## config.mk

```make
export PLATFORM = sky130hd
export DESIGN_NAME = at_command_frame_parser
export DESIGN_NICKNAME = d
export VERILOG_FILES = /design/src/hw/rtl/acfp_pkg.sv /design/src/hw/rtl/acfp_ram.sv /design/src/hw/rtl/acfp_front.sv /design/src/hw/rtl/acfp_fifo.sv /design/src/hw/rtl/acfp_back.sv /design/src/hw/rtl/at_command_frame_parser.sv
export SDC_FILE = /design/constraint.sdc
export NUM_CORES = 2
export LEC_CHECK = 0
export ABC_AREA = 1
export ABC_CLOCK_PERIOD_IN_PS = 6400
export BUFFER_PORTS_ARGS = -buffer_cell sky130_fd_sc_hd__buf_2
export CAP_MARGIN = 25
export CORE_ASPECT_RATIO = 0.8
export CORE_MARGIN = 2
export CORE_UTILIZATION = 45
export CTS_CLUSTER_SIZE = 40
export DETAILED_ROUTE_END_ITERATION = 10
export GPL_TIMING_DRIVEN = 0
export PLACE_DENSITY = 0.6
export SLEW_MARGIN = 10
export SYNTH_ARGS = -nofsm -noshare
export SYNTH_HDL_FRONTEND = slang
export SYNTH_HIERARCHICAL = 1
export SYNTH_SLANG_ARGS = --single-unit
```

## constraint.sdc

```tcl
create_clock -name clk -period 6.4 [get_ports clk]
set_input_delay 0.96 -clock clk [delete_from_list [all_inputs] [get_ports clk]]
set_output_delay 0.96 -clock clk [all_outputs]
set_load 0.02 [all_outputs]
```

## src/hw/rtl/acfp_pkg.sv

```systemverilog
`timescale 1ns / 1ps

package acfp_pkg;

  // item kinds
  localparam logic [1:0] KIND_BYTE  = 2'd0;
  localparam logic [1:0] KIND_READ  = 2'd1;
  localparam logic [1:0] KIND_CLEAR = 2'd2;

  // parser phases
  localparam logic [1:0] PH_HEADER   = 2'd0;
  localparam logic [1:0] PH_NAME     = 2'd1;
  localparam logic [1:0] PH_PAYLOAD  = 2'd2;
  localparam logic [1:0] PH_COMPLETE = 2'd3;

  // reported events
  localparam logic [2:0] EV_NONE     = 3'd0;
  localparam logic [2:0] EV_HEADER   = 3'd1;
  localparam logic [2:0] EV_MATCHED  = 3'd2;
  localparam logic [2:0] EV_COMPLETE = 3'd3;
  localparam logic [2:0] EV_ERROR    = 3'd4;
  localparam logic [2:0] EV_OVERFLOW = 3'd5;

  localparam logic [7:0] HDR_A  = 8'h41;
  localparam logic [7:0] HDR_T  = 8'h54;
  localparam logic [7:0] HDR_PL = 8'h2B;
  localparam logic [7:0] CHR_CR = 8'h0D;
  localparam logic [7:0] CHR_LF = 8'h0A;

  localparam int NAME_COUNT = 6;
  localparam logic [3:0] NAME_MAX = 4'd10;
  localparam logic [NAME_COUNT-1:0] ALL_ALIVE = '1;

  // names left aligned, padded with spaces that are never compared
  localparam logic [9:0][7:0] NAME_TEXT [NAME_COUNT] = '{
    "SET_LED:  ", "GET_TIME  ", "SET_TIME: ",
    "SHOW_TIME ", "SHOW_DATE:", {"SHOW_", "TEXT:"}
  };
  localparam logic [3:0] NAME_LEN [NAME_COUNT] = '{
    4'd8, 4'd8, 4'd9, 4'd9, 4'd10, 4'd10
  };

  localparam int QUEUE_DEPTH = 2;

  function automatic logic [7:0] name_char(input logic [2:0] id, input logic [3:0] pos);
    logic [7:0] ch;
    ch = 8'h00;
    if (pos < NAME_MAX) begin
      ch = NAME_TEXT[id][4'd9 - pos];
    end
    return ch;
  endfunction

  // one result as it travels from the parser to the output stage
  typedef struct packed {
    logic [1:0] phase;
    logic [2:0] event_res;
    logic [2:0] command_id;
    logic [7:0] payload_length;
    logic       read_ok;
    logic [6:0] read_index;
  } rec_t;

endpackage

```

## src/hw/rtl/acfp_ram.sv

```systemverilog
`timescale 1ns / 1ps

module acfp_ram #(
  parameter int WIDTH  = 8,
  parameter int DEPTH  = 128,
  parameter int ADDR_W = $clog2(DEPTH)
) (
  input  logic              clk,
  input  logic              we,
  input  logic [ADDR_W-1:0] waddr,
  input  logic [WIDTH-1:0]  wdata,
  input  logic              re,
  input  logic [ADDR_W-1:0] raddr,
  output logic [WIDTH-1:0]  rdata
);

  logic [WIDTH-1:0] mem [DEPTH];

  always_ff @(posedge clk) begin
    if (we) begin
      mem[waddr] <= wdata;
    end
    if (re) begin
      rdata <= mem[raddr];
    end
  end

endmodule

```

## src/hw/rtl/acfp_front.sv

```systemverilog
`timescale 1ns / 1ps

module acfp_front #(
  parameter int PAYLOAD_DEPTH = 128,
  parameter int ADDR_W = $clog2(PAYLOAD_DEPTH),
  parameter int FILL_W = $clog2(PAYLOAD_DEPTH + 1)
) (
  input  logic                clk,
  input  logic                rst,
  input  logic                push,
  input  logic [1:0]          kind,
  input  logic [7:0]          in_byte,
  input  logic [6:0]          read_index,
  input  logic                q_full,
  output logic                q_push,
  output acfp_pkg::rec_t      q_rec,
  output logic                ram_we,
  output logic [ADDR_W-1:0]   ram_waddr,
  output logic [7:0]          ram_wdata
);

  localparam int CMP_W = (FILL_W > 7) ? FILL_W : 7;

  logic [1:0]                      phase, phase_next;
  logic [7:0]                      win [3];
  logic [7:0]                      win_next [3];
  logic [3:0]                      name_pos, name_pos_next;
  logic [acfp_pkg::NAME_COUNT-1:0] alive, alive_next;
  logic [2:0]                      cmd, cmd_next;
  logic [FILL_W-1:0]               fill, fill_next;

  logic                            accept;
  logic [2:0]                      ev;
  logic                            rd_ok;
  logic [acfp_pkg::NAME_COUNT-1:0] alive_m;
  logic [acfp_pkg::NAME_COUNT-1:0] hit;
  logic [2:0]                      hit_id;
  logic [3:0]                      pos_inc;
  logic [CMP_W-1:0]                idx_ext, fill_ext;
  logic [FILL_W+7:0]               len_ext;

  assign accept    = push && !q_full;
  assign ram_wdata = in_byte;
  assign ram_waddr = fill[ADDR_W-1:0];
  assign pos_inc   = name_pos + 4'd1;
  assign idx_ext   = CMP_W'(read_index);
  assign fill_ext  = CMP_W'(fill);

  // per-position compare against every name that is still a candidate
  always_comb begin
    alive_m = alive;
    hit     = '0;
    hit_id  = 3'd0;
    for (int i = 0; i < acfp_pkg::NAME_COUNT; i++) begin
      if (name_pos < acfp_pkg::NAME_LEN[i] &&
          acfp_pkg::name_char(3'(i), name_pos) != in_byte) begin
        alive_m[i] = 1'b0;
      end
      hit[i] = alive_m[i] && (acfp_pkg::NAME_LEN[i] == pos_inc);
    end
    for (int i = acfp_pkg::NAME_COUNT - 1; i >= 0; i--) begin
      if (hit[i]) begin
        hit_id = 3'(i);
      end
    end
  end

  always_comb begin
    phase_next    = phase;
    win_next      = win;
    name_pos_next = name_pos;
    alive_next    = alive;
    cmd_next      = cmd;
    fill_next     = fill;
    ev            = acfp_pkg::EV_NONE;
    rd_ok         = 1'b0;
    ram_we        = 1'b0;
    unique case (kind)
      acfp_pkg::KIND_BYTE: begin
        unique case (phase)
          acfp_pkg::PH_HEADER: begin
            win_next[0] = win[1];
            win_next[1] = win[2];
            win_next[2] = in_byte;
            if (win[1] == acfp_pkg::HDR_A && win[2] == acfp_pkg::HDR_T &&
                in_byte == acfp_pkg::HDR_PL) begin
              win_next      = '{default: 8'h00};
              name_pos_next = 4'd0;
              alive_next    = acfp_pkg::ALL_ALIVE;
              cmd_next      = 3'd0;
              phase_next    = acfp_pkg::PH_NAME;
              ev            = acfp_pkg::EV_HEADER;
            end
          end
          acfp_pkg::PH_NAME: begin
            name_pos_next = pos_inc;
            alive_next    = alive_m;
            if (|hit) begin
              cmd_next   = hit_id;
              fill_next  = '0;
              phase_next = acfp_pkg::PH_PAYLOAD;
              ev         = acfp_pkg::EV_MATCHED;
            end else if (pos_inc >= acfp_pkg::NAME_MAX) begin
              // no name left: go back to searching with the rest of the stream
              win_next      = '{default: 8'h00};
              name_pos_next = 4'd0;
              alive_next    = acfp_pkg::ALL_ALIVE;
              phase_next    = acfp_pkg::PH_HEADER;
              ev            = acfp_pkg::EV_ERROR;
            end
          end
          acfp_pkg::PH_PAYLOAD: begin
            if (in_byte == acfp_pkg::CHR_CR || in_byte == acfp_pkg::CHR_LF) begin
              phase_next = acfp_pkg::PH_COMPLETE;
              ev         = acfp_pkg::EV_COMPLETE;
            end else if (fill < FILL_W'(PAYLOAD_DEPTH)) begin
              ram_we    = accept;
              fill_next = fill + FILL_W'(1);
            end else begin
              ev = acfp_pkg::EV_OVERFLOW;
            end
          end
          acfp_pkg::PH_COMPLETE: begin
          end
          default: begin
          end
        endcase
      end
      acfp_pkg::KIND_READ: begin
        rd_ok = (phase == acfp_pkg::PH_COMPLETE) && (idx_ext < fill_ext);
      end
      acfp_pkg::KIND_CLEAR: begin
        phase_next    = acfp_pkg::PH_HEADER;
        win_next      = '{default: 8'h00};
        name_pos_next = 4'd0;
        alive_next    = acfp_pkg::ALL_ALIVE;
        cmd_next      = 3'd0;
        fill_next     = '0;
      end
      default: begin
      end
    endcase
  end

  assign len_ext = {8'h00, fill_next};

  always_comb begin
    q_push               = accept;
    q_rec.phase          = phase_next;
    q_rec.event_res      = ev;
    q_rec.command_id     = cmd_next;
    q_rec.payload_length = len_ext[7:0];
    q_rec.read_ok        = rd_ok;
    q_rec.read_index     = read_index;
  end

  always_ff @(posedge clk) begin
    if (rst) begin
      phase    <= acfp_pkg::PH_HEADER;
      win      <= '{default: 8'h00};
      name_pos <= 4'd0;
      alive    <= acfp_pkg::ALL_ALIVE;
      cmd      <= 3'd0;
      fill     <= '0;
    end else if (accept) begin
      phase    <= phase_next;
      win      <= win_next;
      name_pos <= name_pos_next;
      alive    <= alive_next;
      cmd      <= cmd_next;
      fill     <= fill_next;
    end
  end

`ifndef SYNTH
  a_fill_bound: assert property (@(posedge clk) disable iff (rst)
    fill <= FILL_W'(PAYLOAD_DEPTH))
    else $error("payload fill beyond depth");

  a_write_in_payload: assert property (@(posedge clk) disable iff (rst)
    ram_we |-> (phase == acfp_pkg::PH_PAYLOAD && accept && fill < FILL_W'(PAYLOAD_DEPTH)))
    else $error("payload write outside payload phase");

  a_clear_restarts: assert property (@(posedge clk) disable iff (rst)
    (accept && kind == acfp_pkg::KIND_CLEAR) |=>
      (phase == acfp_pkg::PH_HEADER && fill == '0 && alive == acfp_pkg::ALL_ALIVE))
    else $error("clear did not restart the parser");
`endif

endmodule

```

## src/hw/rtl/acfp_fifo.sv

```systemverilog
`timescale 1ns / 1ps

module acfp_fifo (
  input  logic           clk,
  input  logic           rst,
  input  logic           push,
  input  acfp_pkg::rec_t din,
  output logic           full,
  input  logic           pop,
  output acfp_pkg::rec_t dout,
  output logic           empty
);

  localparam int PTR_W = $clog2(acfp_pkg::QUEUE_DEPTH);
  localparam int CNT_W = $clog2(acfp_pkg::QUEUE_DEPTH + 1);

  acfp_pkg::rec_t   slots [acfp_pkg::QUEUE_DEPTH];
  logic [PTR_W-1:0] wr_ptr, rd_ptr;
  logic [CNT_W-1:0] count;
  logic             do_push, do_pop;

  assign full    = (count == CNT_W'(acfp_pkg::QUEUE_DEPTH));
  assign empty   = (count == '0);
  assign do_push = push && !full;
  assign do_pop  = pop && !empty;
  assign dout    = slots[rd_ptr];

  always_ff @(posedge clk) begin
    if (do_push) begin
      slots[wr_ptr] <= din;
    end
  end

  always_ff @(posedge clk) begin
    if (rst) begin
      wr_ptr <= '0;
      rd_ptr <= '0;
      count  <= '0;
    end else begin
      if (do_push) begin
        wr_ptr <= (wr_ptr == PTR_W'(acfp_pkg::QUEUE_DEPTH - 1)) ? '0 : wr_ptr + PTR_W'(1);
      end
      if (do_pop) begin
        rd_ptr <= (rd_ptr == PTR_W'(acfp_pkg::QUEUE_DEPTH - 1)) ? '0 : rd_ptr + PTR_W'(1);
      end
      if (do_push && !do_pop) begin
        count <= count + CNT_W'(1);
      end else if (do_pop && !do_push) begin
        count <= count - CNT_W'(1);
      end
    end
  end

endmodule

```

## src/hw/rtl/acfp_back.sv

```systemverilog
`timescale 1ns / 1ps

module acfp_back #(
  parameter int ADDR_W = 7
) (
  input  logic              clk,
  input  logic              rst,
  input  logic              q_empty,
  input  acfp_pkg::rec_t    q_dout,
  output logic              q_pop,
  output logic              ram_re,
  output logic [ADDR_W-1:0] ram_raddr,
  input  logic [7:0]        ram_rdata,
  output logic              empty,
  input  logic              pop,
  output logic [1:0]        phase,
  output logic [2:0]        event_res,
  output logic [2:0]        command_id,
  output logic [7:0]        payload_length,
  output logic [7:0]        read_byte,
  output logic              read_ok
);

  logic              s1_valid;
  acfp_pkg::rec_t    s1_rec;
  logic              out_valid;
  logic              s1_move;
  logic [ADDR_W+6:0] addr_ext;

  assign s1_move   = s1_valid && (!out_valid || pop);
  assign q_pop     = !q_empty && (!s1_valid || s1_move);
  assign addr_ext  = {{ADDR_W{1'b0}}, q_dout.read_index};
  // read data only updates when a new transaction enters the read stage
  assign ram_re    = q_pop;
  assign ram_raddr = addr_ext[ADDR_W-1:0];
  assign empty     = !out_valid;

  always_ff @(posedge clk) begin
    if (rst) begin
      s1_valid  <= 1'b0;
      out_valid <= 1'b0;
    end else begin
      if (q_pop) begin
        s1_valid <= 1'b1;
      end else if (s1_move) begin
        s1_valid <= 1'b0;
      end
      if (s1_move) begin
        out_valid <= 1'b1;
      end else if (pop) begin
        out_valid <= 1'b0;
      end
    end
  end

  always_ff @(posedge clk) begin
    if (q_pop) begin
      s1_rec <= q_dout;
    end
    if (s1_move) begin
      phase          <= s1_rec.phase;
      event_res      <= s1_rec.event_res;
      command_id     <= s1_rec.command_id;
      payload_length <= s1_rec.payload_length;
      read_ok        <= s1_rec.read_ok;
      read_byte      <= s1_rec.read_ok ? ram_rdata : 8'h00;
    end
  end

endmodule

```

## src/hw/rtl/at_command_frame_parser.sv

```systemverilog
`timescale 1ns / 1ps

// AT command frame parser. Every transaction (received byte, payload read,
// clear or unused kind) produces exactly one result, in order. One
// transaction is accepted per cycle while full is low; when pop keeps up the
// result moves from the queue through the read stage to the output ports. The
// parser front updates its state in the accept cycle and hands the result to a
// two-entry queue; the back stage reads the payload memory (one registered read
// port) and holds the result until popped. full rises only when that queue and
// both back stages are occupied because pop is low.
// Payload memory needs no clearing; reads are served only below the fill.
module at_command_frame_parser #(
  parameter int PAYLOAD_DEPTH = 128
) (
  input  logic       clk,
  input  logic       rst,
  input  logic       push,
  output logic       full,
  input  logic [1:0] kind,
  input  logic [7:0] in_byte,
  input  logic [6:0] read_index,
  output logic       empty,
  input  logic       pop,
  output logic [1:0] phase,
  output logic [2:0] event_res,
  output logic [2:0] command_id,
  output logic [7:0] payload_length,
  output logic [7:0] read_byte,
  output logic       read_ok
);

  localparam int ADDR_W = $clog2(PAYLOAD_DEPTH);
  localparam int FILL_W = $clog2(PAYLOAD_DEPTH + 1);

  logic              q_push, q_full, q_pop, q_empty;
  acfp_pkg::rec_t    q_din, q_dout;
  logic              ram_we, ram_re;
  logic [ADDR_W-1:0] ram_waddr, ram_raddr;
  logic [7:0]        ram_wdata, ram_rdata;

  assign full = q_full;

  acfp_front #(
    .PAYLOAD_DEPTH (PAYLOAD_DEPTH),
    .ADDR_W        (ADDR_W),
    .FILL_W        (FILL_W)
  ) u_front (
    .clk        (clk),
    .rst        (rst),
    .push       (push),
    .kind       (kind),
    .in_byte    (in_byte),
    .read_index (read_index),
    .q_full     (q_full),
    .q_push     (q_push),
    .q_rec      (q_din),
    .ram_we     (ram_we),
    .ram_waddr  (ram_waddr),
    .ram_wdata  (ram_wdata)
  );

  acfp_fifo u_fifo (
    .clk   (clk),
    .rst   (rst),
    .push  (q_push),
    .din   (q_din),
    .full  (q_full),
    .pop   (q_pop),
    .dout  (q_dout),
    .empty (q_empty)
  );

  acfp_ram #(
    .WIDTH  (8),
    .DEPTH  (PAYLOAD_DEPTH),
    .ADDR_W (ADDR_W)
  ) u_ram (
    .clk   (clk),
    .we    (ram_we),
    .waddr (ram_waddr),
    .wdata (ram_wdata),
    .re    (ram_re),
    .raddr (ram_raddr),
    .rdata (ram_rdata)
  );

  acfp_back #(
    .ADDR_W (ADDR_W)
  ) u_back (
    .clk            (clk),
    .rst            (rst),
    .q_empty        (q_empty),
    .q_dout         (q_dout),
    .q_pop          (q_pop),
    .ram_re         (ram_re),
    .ram_raddr      (ram_raddr),
    .ram_rdata      (ram_rdata),
    .empty          (empty),
    .pop            (pop),
    .phase          (phase),
    .event_res      (event_res),
    .command_id     (command_id),
    .payload_length (payload_length),
    .read_byte      (read_byte),
    .read_ok        (read_ok)
  );

endmodule

```

==> flow_summary_export.csv <==
group,metric,value,unit
status,outcome,"finished clean",
drt,highest_layer,"met5",
sta,period_needed,4880,ps
clocking,cts_setup_buffers,0,
clocking,clk_latency,730,ps
global_route,grt_pass1_wl,227000,um
layout,layout.nets,4733,
global_route,grt_antenna_before_repair,3,
sta,fin_crit_sh,76.2,%
synth,postSynthAreaPerCell,11.1,um^2
drt,ant_nets,0,
critical_path,cp.buffers_inverters,5,
die,die_x,376,um
drt,drtIter0Drc,4834,
clocking,cts_tree,"done",
synth,synthesis.nets,4530,
drt,viasPerCell,5.72,
clocking,root_buffer,"clkbuf_16",
die,dieArea,113000,um^2
placement,hpwl,112000,um
drt,firstDrtPassIters,7,
critical_path,cpPeakStageDelay,800,ps
placement,pre_cts_slack,776,ps
critical_path,critical_path.slowest_cell,"nor2_1",
die,rows,109,
flow_run,drv_cap,0,
power,ir_drop,0.230,mV
global_route,grt_overflow,0,
sta,hold_viol_final,0,
die,start_util,45.2,%
sta,fmax,205,MHz
clocking,htreeDepth,3,
global_route,grt_pass1_vias,32300,
synth,synth-seq-cells,1168,
power,powerDensity,398,nW/um^2
critical_path,crit_chain,"buf_2 -> clkinv_1 -> o21ai_0 -> nor2_1 -> nand2_1 -> nand2_1 -> nor4_1 -> clkbuf_1 -> nand2_1 -> clkbuf_1 -> buf_8 -> nor2_1",
synth,synth_cell_types,41,
power,p_leak,20.6,nW
sta,rsz0062_at_grt,"false",
drt,wl_per_cell,25.7,um
drt,dr_total_vias,35600,
drt,wl_met3,20400,um
sta,worst_slack,1520,ps
synth,synth-seq-area-share,69.5,%
clocking,cts.sinks,1168,
global_route,grt_max_degree,129,
clocking,cts-buffers-inserted,113,
synth,netlist_instances,4484,
critical_path,critPathKind,"input port to register",
critical_path,crit_path_end_kind,"register",
drt,routed-wl-met2,67300,um
critical_path,path_common_cell,"nand2_1",
sta,worstMarginPinSlew,1170,ps
layout,drive_gt1_share,11.4,%
critical_path,crit_path_start_kind,"input port",
hold_path,hold_class,"register to register",
critical_path,cp_top_family,"simple AND/OR/NAND/NOR gates",
synth,synth_warnings,6,
critical_path,cp_max_fo,10,
placement,gp_congestion,0.995,
die,boundaryPins,48,
drt,drt-total-wl,160000,um
layout,mostFrequentLayoutCell,"nand2_1",
sta,slew_viol_final,0,
clocking,clk_pin_slew_worst_paths,60,ps
sta,clock_skew,37.1,ps
synth,yosysTopAreaCellShare,67.6,%
sta,setup_violations,0,
clocking,holdBufCountCts,0,
drt,wl_met1,68200,um
drt,drc_errors,0,
synth,synth_top_area_cell,"edfxtp_1",
clocking,clk_path_buf_depth,3,
die,die_y,302,um
global_route,grt_use_total,28.0,%
synth,yosys-top-cells-area,"edfxtp_1, nand2_1, nand3_1",
clocking,ctsResizeCount,0,
critical_path,reg2reg_setup_slack,1670,ps
critical_path,critPathRequiredTime,6730,ps
layout,layout_common_cells,"nand2_1, edfxtp_1, nand3_1",
sta,slew_headroom,21.9,%
critical_path,crit_arrival,5210,ps
synth,syn-cell-area,49800,um^2
placement,portBuffers,47,
layout,syn_to_final_growth,12.8,%
sta,finalSetupTns,0,ps
die,design.core.area,110000,um^2
## power breakdown
part / leakage (nW) / internal (mW) / switching [mW] / total (mW)
clock network: 1.81 / 3.87 / 2.89 / 6.75
logic: 8.23 / 1.81 / 5.05 / 6.86
registers: 10.5 / 8.69 / 0.0752 / 8.77
total: 20.6 / 14.4 / 8.01 / 22.4
## worst reg2reg max path, stage by stage, from the launching register on
cell and delay [ps]:
dfxtp_1 390, inv_1 140, ha_1 160, clkbuf_1 340
inv_1 260, nor4_1 790, clkbuf_1 390, nand2_1 320
clkbuf_1 460, buf_8 290, nor2_1 800
## cell usage after synthesis (all sizes together)
cell        n
clkinv      1
nor2      272
nand2    1409
buf       246
edfxtp   1122
nand3    1011
o22ai       1
o21bai      2
a2111oi     2
nand4      16
nor3       12
a21oi      47
dfxtp      46
ha         25
o311ai      1
and2        1
o211ai      2
a31oi       4
o21ai      68
mux2       24
xor2        3
inv       119
nor4        3
o21a        1
clkbuf     46
## layout make-up
class	instances	area, um^2
multi-input combinational	2904	13000
inverter	120	460
buffer	292	1810
fill	9744	54000
antenna	1	2.50
timing repair buffer	88	774
clock buffer	148	3040
clock inverter	64	684
sequential	1168	34600
tap	1443	1810
## routing by layer
metal / up-vias / global-route usage (%)
met5: - / 0
met1: 17500 / 41.3
li1: 16000 / -
met4: 4 / 7.93
met2: 1892 / 40.0
met3: 244 / 8.22
## stage by stage
step / hold WS [ps] / instances / power (mW) / cell area [um^2] / utilization, %
floorplan: 400 / 4484 / 12.8 / 49800 / -
global placement: 408 / 5974 / 15.5 / 51900 / 47.1
detailed placement: 405 / 6000 / 15.6 / 52300 / 47.5
CTS: 417 / 6212 / 22.3 / 56100 / 50.9
global route: 422 / 6228 / 23.1 / 56200 / 51.0
finish: 412 / 6228 / 22.4 / 56200 / 51.0
## worst paths after layout
kind,startpoint,end,cells past startpoint
setup / recovery,in_byte[2],u_ram/mem[37][6],12
hold / removal,u_back/s1_rec[10],u_back/payload_length[2],0
setup reg to reg,u_front/phase[0],u_ram/mem[37][6],10
hold reg to reg,u_back/s1_rec[10],u_back/payload_length[2],0
## cells by family after synthesis
logic type,after synthesis,share of synthesized area [%]
simple gates,2724,23.3
flops,1168,69.5
buf+inv,412,4.49
compound gates,128,1.38
fa+ha+maj,25,0.628
mux,24,0.693
xor+xnor,3,0.0527
## state kept, by name, summed over array words and instances, names as in the netlist, 3 cells and up, named ones only
register	count
u_back/read_byte	8
u_front/win	16
u_back/event_res	3
u_front/fill	8
u_back/payload_length	8
u_front/alive	6
u_ram/rdata	8
u_back/command_id	3
u_front/cmd	3
u_back/s1_rec	17
u_front/name_pos	4
u_ram/mem	1024
u_fifo/slots	48
No activity file was read; power rests on OpenSTA's default activity.
